[src/vrp_pkg.sv]
`default_nettype none
package vrp_pkg;

   localparam int VERSION_BITS = 64;
   localparam int CHAR_BITS = 16;
   localparam int ACCUM_BITS = 17;
   localparam int CSR_INDEX_BITS = 2;

   typedef logic [3:0] status_type;

   localparam status_type ST_OK = 4'd0;
   localparam status_type ST_FORMAT = 4'd1;
   localparam status_type ST_EMPTY = 4'd2;
   localparam status_type ST_TOO_MANY = 4'd3;
   localparam status_type ST_SPACE = 4'd4;
   localparam status_type ST_EMPTY_FIELD = 4'd5;
   localparam status_type ST_TOO_LARGE = 4'd6;
   localparam status_type ST_NAN = 4'd7;
   localparam status_type ST_OVERFLOW = 4'd8;
   localparam status_type ST_UNDERFLOW = 4'd9;
   localparam status_type ST_MIN_MAX = 4'd10;

   localparam logic [CSR_INDEX_BITS-1:0] CSR_MODE = 2'd0;
   localparam logic [CSR_INDEX_BITS-1:0] CSR_FLOOR = 2'd1;
   localparam logic [CSR_INDEX_BITS-1:0] CSR_CEILING = 2'd2;

   localparam logic [CHAR_BITS-1:0] CH_LPAREN = 16'h0028;
   localparam logic [CHAR_BITS-1:0] CH_RPAREN = 16'h0029;
   localparam logic [CHAR_BITS-1:0] CH_LBRACK = 16'h005B;
   localparam logic [CHAR_BITS-1:0] CH_RBRACK = 16'h005D;
   localparam logic [CHAR_BITS-1:0] CH_COMMA = 16'h002C;
   localparam logic [CHAR_BITS-1:0] CH_DOT = 16'h002E;
   localparam logic [CHAR_BITS-1:0] CH_ZERO = 16'h0030;
   localparam logic [CHAR_BITS-1:0] CH_NINE = 16'h0039;
   localparam logic [CHAR_BITS-1:0] CH_SPACE = 16'h0020;
   localparam logic [CHAR_BITS-1:0] CH_TAB = 16'h0009;
   localparam logic [CHAR_BITS-1:0] CH_CR = 16'h000D;

   typedef struct packed {
      status_type status;
      logic [VERSION_BITS-1:0] min_version;
      logic [VERSION_BITS-1:0] max_version;
      logic low_exclusive;
      logic high_exclusive;
   } job_type;

endpackage
`default_nettype wire

[src/vrp_if.sv]
`default_nettype none
interface vrp_req_if;
   logic valid;
   logic ready;
   logic [15:0] ch;
   logic string_end;
   modport source (output valid, output ch, output string_end, input ready);
   modport sink (input valid, input ch, input string_end, output ready);
endinterface

interface vrp_rsp_if;
   logic valid;
   logic ready;
   logic [3:0] status;
   logic [63:0] min_version;
   logic [63:0] max_version;
   modport source (output valid, output status, output min_version, output max_version,
                   input ready);
   modport sink (input valid, input status, input min_version, input max_version,
                 output ready);
endinterface
`default_nettype wire

[src/vrp_scan.sv]
`default_nettype none
module vrp_scan
   import vrp_pkg::*;
#(
   parameter int FIELD_COUNT = 4,
   parameter int FIELD_BITS = 16
) (
   input wire logic clock,
   input wire logic reset,
   vrp_req_if.sink req_chan,
   input wire logic csr_we,
   input wire logic [CSR_INDEX_BITS-1:0] csr_index,
   input wire logic [VERSION_BITS-1:0] csr_wdata,
   input wire logic job_ready,
   output logic job_valid,
   output job_type job
);

   localparam logic [ACCUM_BITS-1:0] FIELD_MAX = ACCUM_BITS'((1 << FIELD_BITS) - 1);
   localparam logic [ACCUM_BITS-1:0] ACCUM_SAT = ACCUM_BITS'(65536);
   localparam logic [2:0] LAST_FIELD = 3'(FIELD_COUNT - 1);

   typedef struct packed {
      status_type err;
      logic [VERSION_BITS-1:0] pv;
   } tok_type;

   function automatic tok_type end_field(input status_type terr, input logic fspace,
                                         input logic ffilled, input logic [ACCUM_BITS-1:0] acc,
                                         input logic fnd, input logic [2:0] idx,
                                         input logic [VERSION_BITS-1:0] pv);
      tok_type r;
      logic [2:0] rel;
      logic [6:0] sh;
      r.err = terr;
      r.pv = pv;
      rel = LAST_FIELD - idx;
      sh = 7'(rel * FIELD_BITS);
      if (terr == ST_OK) begin
         if (fspace) r.err = ST_SPACE;
         else if (!ffilled) r.err = ST_EMPTY_FIELD;
         else if (acc > FIELD_MAX) r.err = ST_TOO_LARGE;
         else if (fnd) r.err = ST_NAN;
         else if (idx <= LAST_FIELD) r.pv = pv | (VERSION_BITS'(acc) << sh);
      end
      return r;
   endfunction

   logic mode_ff;
   logic [VERSION_BITS-1:0] floor_ff, ceil_ff;
   logic seen_ff, seen_in, close_ff, close_in, comma_ff, comma_in;
   logic lx_ff, lx_in, hx_ff, hx_in, single_ff, single_in;
   logic open_ff, open_in, gap_ff, gap_in, given_ff, given_in;
   logic filled_ff, filled_in, fspace_ff, fspace_in, nd_ff, nd_in;
   logic [2:0] idx_ff, idx_in;
   logic [ACCUM_BITS-1:0] acc_ff, acc_in;
   logic [VERSION_BITS-1:0] pv_ff, pv_in, low_ff, low_in;
   status_type err_ff, err_in, terr_ff, terr_in;

   logic accept, do_tok, is_space, is_digit;
   logic [CHAR_BITS-1:0] c;
   logic [20:0] prod;
   tok_type t;
   job_type rec;

   assign req_chan.ready = job_ready;
   assign accept = req_chan.valid && job_ready;
   assign c = req_chan.ch;
   assign is_space = (c == CH_SPACE) || ((c >= CH_TAB) && (c <= CH_CR));
   assign is_digit = (c >= CH_ZERO) && (c <= CH_NINE);
   assign prod = {1'b0, acc_ff, 3'b000} + {3'b000, acc_ff, 1'b0} + 21'(c - CH_ZERO);

   always_comb begin
      seen_in = seen_ff; close_in = close_ff; comma_in = comma_ff;
      lx_in = lx_ff; hx_in = hx_ff; single_in = single_ff;
      open_in = open_ff; gap_in = gap_ff; given_in = given_ff;
      filled_in = filled_ff; fspace_in = fspace_ff; nd_in = nd_ff;
      idx_in = idx_ff; acc_in = acc_ff; pv_in = pv_ff; low_in = low_ff;
      err_in = err_ff; terr_in = terr_ff;
      do_tok = 1'b0;
      t = end_field(terr_ff, fspace_ff, filled_ff, acc_ff, nd_ff, idx_ff, pv_ff);
      rec = '0;
      if (accept && !req_chan.string_end) begin
         if (err_ff == ST_OK) begin
            if (is_space) begin
               if (open_ff) gap_in = 1'b1;
            end else if (mode_ff) begin
               seen_in = 1'b1;
               do_tok = 1'b1;
            end else if (close_ff) begin
               err_in = ST_FORMAT;
            end else begin
               seen_in = 1'b1;
               if (c == CH_LPAREN || c == CH_LBRACK) begin
                  if (seen_ff) err_in = ST_FORMAT;
                  else if (c == CH_LPAREN) lx_in = 1'b1;
               end else if (c == CH_RPAREN || c == CH_RBRACK) begin
                  close_in = 1'b1;
                  if (c == CH_RPAREN) hx_in = 1'b1;
                  single_in = !comma_ff;
               end else if (c == CH_COMMA) begin
                  if (comma_ff) begin
                     err_in = ST_FORMAT;
                  end else begin
                     comma_in = 1'b1;
                     if (open_ff) begin
                        if (t.err != ST_OK) err_in = t.err;
                        else begin
                           low_in = t.pv;
                           given_in = 1'b1;
                        end
                     end
                     open_in = 1'b0; gap_in = 1'b0; idx_in = '0; pv_in = '0;
                     terr_in = ST_OK; acc_in = '0; filled_in = 1'b0;
                     fspace_in = 1'b0; nd_in = 1'b0;
                  end
               end else begin
                  do_tok = 1'b1;
               end
            end
            if (do_tok) begin
               fspace_in = fspace_ff | gap_ff;
               gap_in = 1'b0;
               open_in = 1'b1;
               if (terr_ff == ST_OK) begin
                  if (c == CH_DOT) begin
                     t = end_field(terr_ff, fspace_in, filled_ff, acc_ff, nd_ff, idx_ff, pv_ff);
                     terr_in = t.err;
                     pv_in = t.pv;
                     if (t.err == ST_OK) begin
                        idx_in = idx_ff + 3'd1;
                        if (idx_ff >= LAST_FIELD) terr_in = ST_TOO_MANY;
                        else begin
                           acc_in = '0; filled_in = 1'b0; fspace_in = 1'b0; nd_in = 1'b0;
                        end
                     end
                  end else begin
                     filled_in = 1'b1;
                     if (is_digit) begin
                        if (!nd_ff) acc_in = (prod > 21'(ACCUM_SAT)) ? ACCUM_SAT
                                                                    : prod[ACCUM_BITS-1:0];
                     end else begin
                        nd_in = 1'b1;
                     end
                  end
               end
            end
         end
      end else if (accept) begin
         if (err_ff != ST_OK) begin
            rec.status = err_ff;
         end else if (!seen_ff) begin
            rec.status = ST_EMPTY;
         end else if (mode_ff) begin
            rec.status = t.err;
            rec.min_version = t.pv;
            rec.max_version = t.pv;
         end else begin
            rec.min_version = given_ff ? low_ff : floor_ff;
            rec.max_version = ceil_ff;
            if (open_ff) begin
               if (t.err != ST_OK) rec.status = t.err;
               else begin
                  if (comma_ff) rec.max_version = t.pv;
                  else rec.min_version = t.pv;
                  if (single_ff) rec.max_version = comma_ff ? rec.min_version : t.pv;
               end
            end
            rec.low_exclusive = lx_ff;
            rec.high_exclusive = hx_ff;
         end
         if (rec.status != ST_OK) begin
            rec.min_version = '0;
            rec.max_version = '0;
            rec.low_exclusive = 1'b0;
            rec.high_exclusive = 1'b0;
         end
         seen_in = 1'b0; close_in = 1'b0; comma_in = 1'b0; lx_in = 1'b0; hx_in = 1'b0;
         single_in = 1'b0; open_in = 1'b0; gap_in = 1'b0; given_in = 1'b0;
         filled_in = 1'b0; fspace_in = 1'b0; nd_in = 1'b0; idx_in = '0; acc_in = '0;
         pv_in = '0; low_in = '0; err_in = ST_OK; terr_in = ST_OK;
      end
   end

   assign job_valid = accept && req_chan.string_end;
   assign job = rec;

   always_ff @(posedge clock) begin
      if (reset) begin
         mode_ff <= 1'b0;
         floor_ff <= '0;
         ceil_ff <= '1;
         seen_ff <= 1'b0; close_ff <= 1'b0; comma_ff <= 1'b0; lx_ff <= 1'b0;
         hx_ff <= 1'b0; single_ff <= 1'b0; open_ff <= 1'b0; gap_ff <= 1'b0;
         given_ff <= 1'b0; filled_ff <= 1'b0; fspace_ff <= 1'b0; nd_ff <= 1'b0;
         idx_ff <= '0; acc_ff <= '0; pv_ff <= '0; low_ff <= '0;
         err_ff <= ST_OK; terr_ff <= ST_OK;
      end else begin
         if (csr_we) begin
            unique case (csr_index)
               CSR_MODE: mode_ff <= csr_wdata[0];
               CSR_FLOOR: floor_ff <= csr_wdata;
               CSR_CEILING: ceil_ff <= csr_wdata;
               default: ;
            endcase
         end
         seen_ff <= seen_in; close_ff <= close_in; comma_ff <= comma_in; lx_ff <= lx_in;
         hx_ff <= hx_in; single_ff <= single_in; open_ff <= open_in; gap_ff <= gap_in;
         given_ff <= given_in; filled_ff <= filled_in; fspace_ff <= fspace_in; nd_ff <= nd_in;
         idx_ff <= idx_in; acc_ff <= acc_in; pv_ff <= pv_in; low_ff <= low_in;
         err_ff <= err_in; terr_ff <= terr_in;
      end
   end

endmodule
`default_nettype wire

[src/vrp_fifo.sv]
`default_nettype none
module vrp_fifo
   import vrp_pkg::*;
(
   input wire logic clock,
   input wire logic reset,
   input wire logic push,
   input job_type push_data,
   output logic not_full,
   input wire logic pop,
   output logic not_empty,
   output job_type pop_data
);

   job_type mem [2];
   logic wr_ptr_ff, rd_ptr_ff;
   logic [1:0] count_ff, count_in;

   assign not_full = (count_ff != 2'd2);
   assign not_empty = (count_ff != 2'd0);
   assign pop_data = mem[rd_ptr_ff];
   assign count_in = count_ff + 2'(push) - 2'(pop);

   always_ff @(posedge clock) begin
      if (push) mem[wr_ptr_ff] <= push_data;
   end

   always_ff @(posedge clock) begin
      if (reset) begin
         wr_ptr_ff <= 1'b0;
         rd_ptr_ff <= 1'b0;
         count_ff <= 2'd0;
      end else begin
         if (push) wr_ptr_ff <= !wr_ptr_ff;
         if (pop) rd_ptr_ff <= !rd_ptr_ff;
         count_ff <= count_in;
      end
   end

   a_no_overrun: assert property (@(posedge clock) disable iff (reset) push |-> not_full)
      else $error("push into a full queue");
   a_no_underrun: assert property (@(posedge clock) disable iff (reset) pop |-> not_empty)
      else $error("pop from an empty queue");
   a_count_range: assert property (@(posedge clock) disable iff (reset) count_ff != 2'd3)
      else $error("queue count out of range");

endmodule
`default_nettype wire

[src/vrp_final.sv]
`default_nettype none
module vrp_final
   import vrp_pkg::*;
(
   input wire logic clock,
   input wire logic reset,
   input wire logic job_valid,
   input job_type job,
   output logic job_pop,
   vrp_rsp_if.source rsp_chan
);

   logic s1_valid_ff;
   job_type s1_ff, s1_in;
   logic out_valid_ff;
   status_type out_status_ff, out_status_in;
   logic [VERSION_BITS-1:0] out_min_ff, out_min_in, out_max_ff, out_max_in;
   logic out_move, s1_move;

   assign out_move = !out_valid_ff || rsp_chan.ready;
   assign s1_move = !s1_valid_ff || out_move;
   assign job_pop = job_valid && s1_move;

   always_comb begin
      s1_in = job;
      s1_in.low_exclusive = 1'b0;
      s1_in.high_exclusive = 1'b0;
      if (job.low_exclusive && (&job.min_version)) s1_in.status = ST_OVERFLOW;
      else if (job.high_exclusive && (job.max_version == '0)) s1_in.status = ST_UNDERFLOW;
      if (job.low_exclusive) s1_in.min_version = job.min_version + VERSION_BITS'(1);
      if (job.high_exclusive) s1_in.max_version = job.max_version - VERSION_BITS'(1);
   end

   always_comb begin
      out_status_in = s1_ff.status;
      if (s1_ff.status == ST_OK && s1_ff.min_version > s1_ff.max_version)
         out_status_in = ST_MIN_MAX;
      out_min_in = (out_status_in == ST_OK) ? s1_ff.min_version : '0;
      out_max_in = (out_status_in == ST_OK) ? s1_ff.max_version : '0;
   end

   always_ff @(posedge clock) begin
      if (s1_move) s1_ff <= s1_in;
      if (out_move && s1_valid_ff) begin
         out_status_ff <= out_status_in;
         out_min_ff <= out_min_in;
         out_max_ff <= out_max_in;
      end
   end

   always_ff @(posedge clock) begin
      if (reset) begin
         s1_valid_ff <= 1'b0;
         out_valid_ff <= 1'b0;
      end else begin
         if (s1_move) s1_valid_ff <= job_valid;
         if (out_move) out_valid_ff <= s1_valid_ff;
      end
   end

   assign rsp_chan.valid = out_valid_ff;
   assign rsp_chan.status = out_status_ff;
   assign rsp_chan.min_version = out_min_ff;
   assign rsp_chan.max_version = out_max_ff;

endmodule
`default_nettype wire

[src/version_range_parser_top.sv]
// A result is registered in the queue, the bound-check stage and the output register in turn.
// Throughput: one beat per cycle while the queue has room; each updates the scanner state.
// A two-entry queue decouples the scanner from the two-stage bound check and output register.
// Reset is synchronous and active high; it clears the parse state and sets mode to range,
// the floor to zero and the ceiling to all ones.
`default_nettype none
module version_range_parser_top
   import vrp_pkg::*;
#(
   parameter int FIELD_COUNT = 4,
   parameter int FIELD_BITS = 16
) (
   input wire logic clock,
   input wire logic reset,
   vrp_req_if.sink req_chan,
   vrp_rsp_if.source rsp_chan,
   input wire logic csr_we,
   input wire logic [CSR_INDEX_BITS-1:0] csr_index,
   input wire logic [VERSION_BITS-1:0] csr_wdata
);

   logic push, not_full, pop, not_empty;
   job_type push_data, pop_data;

   vrp_scan #(.FIELD_COUNT(FIELD_COUNT), .FIELD_BITS(FIELD_BITS)) u_scan (
      .clock(clock), .reset(reset), .req_chan(req_chan),
      .csr_we(csr_we), .csr_index(csr_index), .csr_wdata(csr_wdata),
      .job_ready(not_full), .job_valid(push), .job(push_data)
   );

   vrp_fifo u_fifo (
      .clock(clock), .reset(reset), .push(push), .push_data(push_data),
      .not_full(not_full), .pop(pop), .not_empty(not_empty), .pop_data(pop_data)
   );

   vrp_final u_final (
      .clock(clock), .reset(reset), .job_valid(not_empty), .job(pop_data),
      .job_pop(pop), .rsp_chan(rsp_chan)
   );

endmodule
`default_nettype wire

[src/flat_wrapper.sv]
// flat-port wrapper written by rule: the top's interface ports become plain ports
module version_range_parser_top_flat import vrp_pkg::*;
#(
   parameter int FIELD_COUNT = 4,
   parameter int FIELD_BITS = 16
)
  (clock, reset, csr_we, csr_index, csr_wdata, req_chan_valid, req_chan_ch, req_chan_string_end, req_chan_ready, rsp_chan_valid, rsp_chan_status, rsp_chan_min_version, rsp_chan_max_version, rsp_chan_ready);
  vrp_req_if req_chan_i ();
  vrp_rsp_if rsp_chan_i ();
  input wire logic clock;
  input wire logic reset;
  input wire logic csr_we;
  input wire logic [CSR_INDEX_BITS-1:0] csr_index;
  input wire logic [VERSION_BITS-1:0] csr_wdata;
  input wire logic [$bits(req_chan_i.valid)-1:0] req_chan_valid;
  input wire logic [$bits(req_chan_i.ch)-1:0] req_chan_ch;
  input wire logic [$bits(req_chan_i.string_end)-1:0] req_chan_string_end;
  output wire logic [$bits(req_chan_i.ready)-1:0] req_chan_ready;
  output wire logic [$bits(rsp_chan_i.valid)-1:0] rsp_chan_valid;
  output wire logic [$bits(rsp_chan_i.status)-1:0] rsp_chan_status;
  output wire logic [$bits(rsp_chan_i.min_version)-1:0] rsp_chan_min_version;
  output wire logic [$bits(rsp_chan_i.max_version)-1:0] rsp_chan_max_version;
  input wire logic [$bits(rsp_chan_i.ready)-1:0] rsp_chan_ready;
  assign req_chan_i.valid = req_chan_valid;
  assign req_chan_i.ch = req_chan_ch;
  assign req_chan_i.string_end = req_chan_string_end;
  assign req_chan_ready = req_chan_i.ready;
  assign rsp_chan_valid = rsp_chan_i.valid;
  assign rsp_chan_status = rsp_chan_i.status;
  assign rsp_chan_min_version = rsp_chan_i.min_version;
  assign rsp_chan_max_version = rsp_chan_i.max_version;
  assign rsp_chan_i.ready = rsp_chan_ready;
  version_range_parser_top #(.FIELD_COUNT(FIELD_COUNT), .FIELD_BITS(FIELD_BITS)) u_core (.clock(clock), .reset(reset), .req_chan(req_chan_i), .rsp_chan(rsp_chan_i), .csr_we(csr_we), .csr_index(csr_index), .csr_wdata(csr_wdata));
endmodule
[config.mk]
export PLATFORM = sky130hd
export DESIGN_NAME = version_range_parser_top_flat
export DESIGN_NICKNAME = d
export VERILOG_FILES = /design/src/vrp_pkg.sv /design/src/vrp_if.sv /design/src/vrp_scan.sv /design/src/vrp_fifo.sv /design/src/vrp_final.sv /design/src/version_range_parser_top.sv /design/src/flat_wrapper.sv
export SDC_FILE = /design/constraint.sdc
export NUM_CORES = 2
export LEC_CHECK = 0
export ABC_AREA = 1
export BUFFER_PORTS_ARGS = -buffer_cell sky130_fd_sc_hd__buf_2
export CORE_ASPECT_RATIO = 2
export CORE_MARGIN = 8
export CORE_UTILIZATION = 45
export DETAILED_ROUTE_END_ITERATION = 16
export GPL_TIMING_DRIVEN = 0
export MAX_ROUTING_LAYER = met4
export PLACE_DENSITY = 0.69
export SYNTH_ARGS = -nofsm -noshare
export SYNTH_HDL_FRONTEND = slang
export SYNTH_SLANG_ARGS = --single-unit
[constraint.sdc]
create_clock -name clock -period 9.8 [get_ports clock]
set_input_delay 1.47 -clock clock [delete_from_list [all_inputs] [get_ports clock]]
set_output_delay 1.47 -clock clock [all_outputs]
set_load 0.05 [all_outputs]
==> run summary <==
# resized after CTS: 0
Area of the die: 109000 µm²
GP Congestion: 1.08
Ys flop type: edfxtp_1
Power per cell area: 233 nW/µm²
Chip Width: 237 µm
Critical path's most frequent cell: nand2_1
Io pins: 222
Gr ovfl total: 0
P_int: 0.00722 W
Fin. max-slew vios: 11
Failing checks: capacitance limit, slew limit
Slew HR: -2.12%
Synth Cell Area: 44200 µm²
Hold wc startpoint: u_core.u_scan.floor_ff[34]$_SDFFE_PP0P_
Clock-pin slew of the registers on the worst-case setup and hold paths: 70 ps
Post-Syn Area per Cell: 8.58 µm²
Drt first pass iters: 7
Clk_lat worst skew: 700 ps
Setup-failing EPs final: 0
Arrival @ worst endpoint: 6580 ps
Unrepaired setup endpoints after global routing: no
Post-synthesis mux area share: 2.61%
Vias per cell: 5.50
DR iter-0 viols: 2349
# DRC: 0
Post-synth EDFFs: 532
Area Overhead vs Synth: 12.5%
CTS Root Cell: clkbuf_16
Comb power frac: 33.2%
Vias in the first global route: 37500
Worst Hold Depth: 2
Synth warn: 0
Post-Synth Simple-Gate Area: 18.5%
Flop pwr share: 40.5%
Post-synth top area cell: edfxtp_1
Final WL: 167000 µm
CTS buffer count: 74
CTS tree: yes
Placed cell count: 6611
Tmin final: 5980 ps
Synth Area in Compound Gates: 14.8%
Port Buffer Count: 221
Max-Cap Viols: 1
Synth unique cells: 61
Syn nets: 5345
Share of cells above drive strength 1: 10.5%
Worst reg-to-reg path cell count: 11
Seq/Total Area, Yosys: 50.0%
Largest net degree at the start of global routing: 71
Final antenna-violating net count: 0
Hold Crit Class: flip-flop to flip-flop
Starting Density: 45.4%
Clock power frac: 26.4%
Final hold vios: 0
Hpwl dp: 137000 µm
R2R setup slack: 4950 ps
Max stage delay on crit path: 660 ps
Largest cells by area after synthesis: edfxtp_1, dfxtp_1, nand2_1
Crit start category: primary input
Pleak: 19.4 nW
Core box area: 97300 µm²
Status: complete, but fails checks
Post-Synth Adder-Cell Area: 3.45%
Layout Cells excl Fill: 6755
CP max FO: 10
Maximum VDD drop: 0.000131 V
Final Cycle Share: 61.0%
# H-tree levels: 3
Die Ht: 459 µm
Synthesized flop and latch total: 836
# clock sinks: 836
Xor and xnor area share after synthesis: 2.64%
Commonest non-fill, non-tap cell in the layout: nand2_1
Critical Path RT: 10400 ps
Share of the synthesized area in the top cell type: 36.2%
Worst-Margin Slew: 1530 ps
Final hold slack: 447 ps
Clock Skews: 33.3 ps
WL/cell: 24.7 µm
Cell chain of the critical path: buf_2, inv_1, nand2_1, nor3_1, nand2_1, nor2_1, xor2_1, fa_1, ha_1, nand2_1, nor2_1, nand3_1, nand3_1, nand2_1, nand3_1, nand2_1, inv_1, nand2_1, nor2_1, nand2_1, clkbuf_1, o21ai_0, nand2_1, a21oi_1
Sw frac: 37.7%
Crit Path Category: primary input to flip-flop
CP top delay family: simple AND/OR/NAND/NOR gates
Vias: 37100
Post-CTS setup buffers: 0
Crit end category: flip-flop
First-pass GRT wire length: 236000 µm
CTS hold repair buffers: 0
Critical Path Slowest Stage Cell: xor2_1
Fmax achieved: 167 MHz
FFs w/ async S/R, synth: 0%
FP Rows: 162
Antenna violations before repair: 7
Psw: 0.00436 W
Worst R2R End: u_core.u_final.s1_ff[131]$_SDFFCE_PP0N_
Largest family of logic cells by synthesized area: simple AND/OR/NAND/NOR gates
Worst Hold Endpoint: u_core.u_scan.floor_ff[34]$_SDFFE_PP0P_
Layout Nets: 5657
Most frequent cells in the layout: nand2_1, inv_1, nor2_1
Post-Syn Instances: 5145
Max Root-Sink Buffers: 3
Buf/Inv on CP: 4
GRT Util Overall: 30.8%
## worst max path at each step
stage | from | end | slack (ps) | depth (start not counted)
after floorplan | rsp_chan_ready | u_core.u_final.rsp_chan.max_version[0]$_SDFFCE_PP0P_ | 1270 | 2
after global placement | req_chan_valid | u_core.u_fifo.mem[0][77]$_DFFE_PP_ | -1430 | 6
after detailed placement | req_chan_ch[6] | u_core.u_scan.acc_ff[15]$_SDFFE_PP0P_ | 3250 | 24
after CTS | req_chan_ch[6] | u_core.u_scan.acc_ff[15]$_SDFFE_PP0P_ | 3980 | 24
after global routing | req_chan_ch[6] | u_core.u_scan.acc_ff[9]$_SDFFE_PP0P_ | 3560 | 24
final | req_chan_ch[6] | u_core.u_scan.acc_ff[15]$_SDFFE_PP0P_ | 3820 | 24
## per-stage QoR
| stage | TNS (ps) | setup slack (ps) | power [W] | util [%] | cell area, µm² |
|---|---|---|---|---|---|
| floorplan | 0 | 1270 | 0.00740 | - | 44200 |
| global placement | -489720 | -1430 | 0.00857 | 48.1 | 46800 |
| detailed placement | 0 | 3250 | 0.00859 | 48.5 | 47200 |
| CTS | 0 | 3980 | 0.0116 | 51.0 | 49600 |
| global route | 0 | 3560 | 0.0121 | 51.0 | 49700 |
| finish | 0 | 3820 | 0.0116 | 51.1 | 49700 |
## tightest hold or removal path, delay by kind of cell, from the launching register on
kind	cells	cell delay [ps]
flip-flops	1	300
buffers and inverters	1	50
AO/OA/AOI/OAI	1	50
## kinds of logic after synthesis
family / Yosys count
DFF: 836
and+or+nand+nor: 1889
buffers and inverters: 895
muxes: 115
adders and majority gates: 112
xor gates and xnor gates: 133
AOI/OAI and AO/OA: 1165
## area by class of cell
type | count | area (µm²)
well taps | 1230 | 1540
multi-input cells | 3414 | 18600
clock buffers | 87 | 1970
repair buffers | 236 | 1420
diodes | 8 | 20.0
flip-flops and latches | 836 | 22100
plain buffers | 267 | 1190
clock inverters | 49 | 522
inverters | 628 | 2360
fillers | 9329 | 47600
## per-layer routing
metal  wire length [µm]  track usage [%]  part of all wire, %  vias to the layer above
li1                   -                -                    -                    18000
met3               7810             4.40                  4.7                      621
met1              51400             25.4                   31                    17200
met5                  0                -                    0                        -
met2              88600             57.1                   53                     1311
met4              19300             29.6                   12                        0
## power by group through the flow
stage / logic (W) / clock network, W / registers [W]
final: 0.00384 / 0.00305 / 0.00468
after global routing: 0.00417 / 0.00321 / 0.00474
after CTS: 0.00384 / 0.00309 / 0.00469
after detailed placement: 0.00383 / 0 / 0.00476
after global placement: 0.00372 / 0 / 0.00486
after floorplan: 0.00221 / 0 / 0.00519
## cell usage after synthesis, types with 8 or more instances
cell	number
nand2_1	874
inv_1	597
nor2_1	536
edfxtp_1	532
a21oi_1	465
o21ai_0	370
dfxtp_1	304
clkbuf_1	195
nand3_1	193
mux2i_1	115
o211ai_1	103
xor2_1	97
ha_1	96
nor3_1	68
o21a_1	61
a31oi_1	47
nand4_1	42
or2_2	39
xnor2_1	36
a211oi_1	35
buf_2	35
nor2_2	34
o21ai_1	32
inv_2	25
nor4_1	25
or2_1	19
fa_1	16
buf_6	13
o21ai_2	13
buf_1	12
buf_4	12
nand2_2	10
a21o_1	8
a31o_2	8
nand3b_1	8
nor3_2	8
## state kept, by name (all words and copies together), names as in the netlist, 2 cells and up, named ones only
register and cells:
u_core.u_fifo.count_ff 2, u_core.u_scan.floor_ff 64, u_core.u_scan.terr_ff 4, u_core.u_scan.acc_ff 17, u_core.u_fifo.mem 268, u_core.u_final.s1_ff 132, u_core.u_scan.err_ff 4, u_core.u_scan.pv_ff 64
u_core.u_scan.low_ff 64, u_core.u_scan.idx_ff 3, u_core.u_final.rsp_chan.max_version 64, u_core.u_scan.ceil_ff 64, u_core.u_final.rsp_chan.min_version 64, u_core.u_final.rsp_chan.status 4
Power figures use the tool's default switching activity.
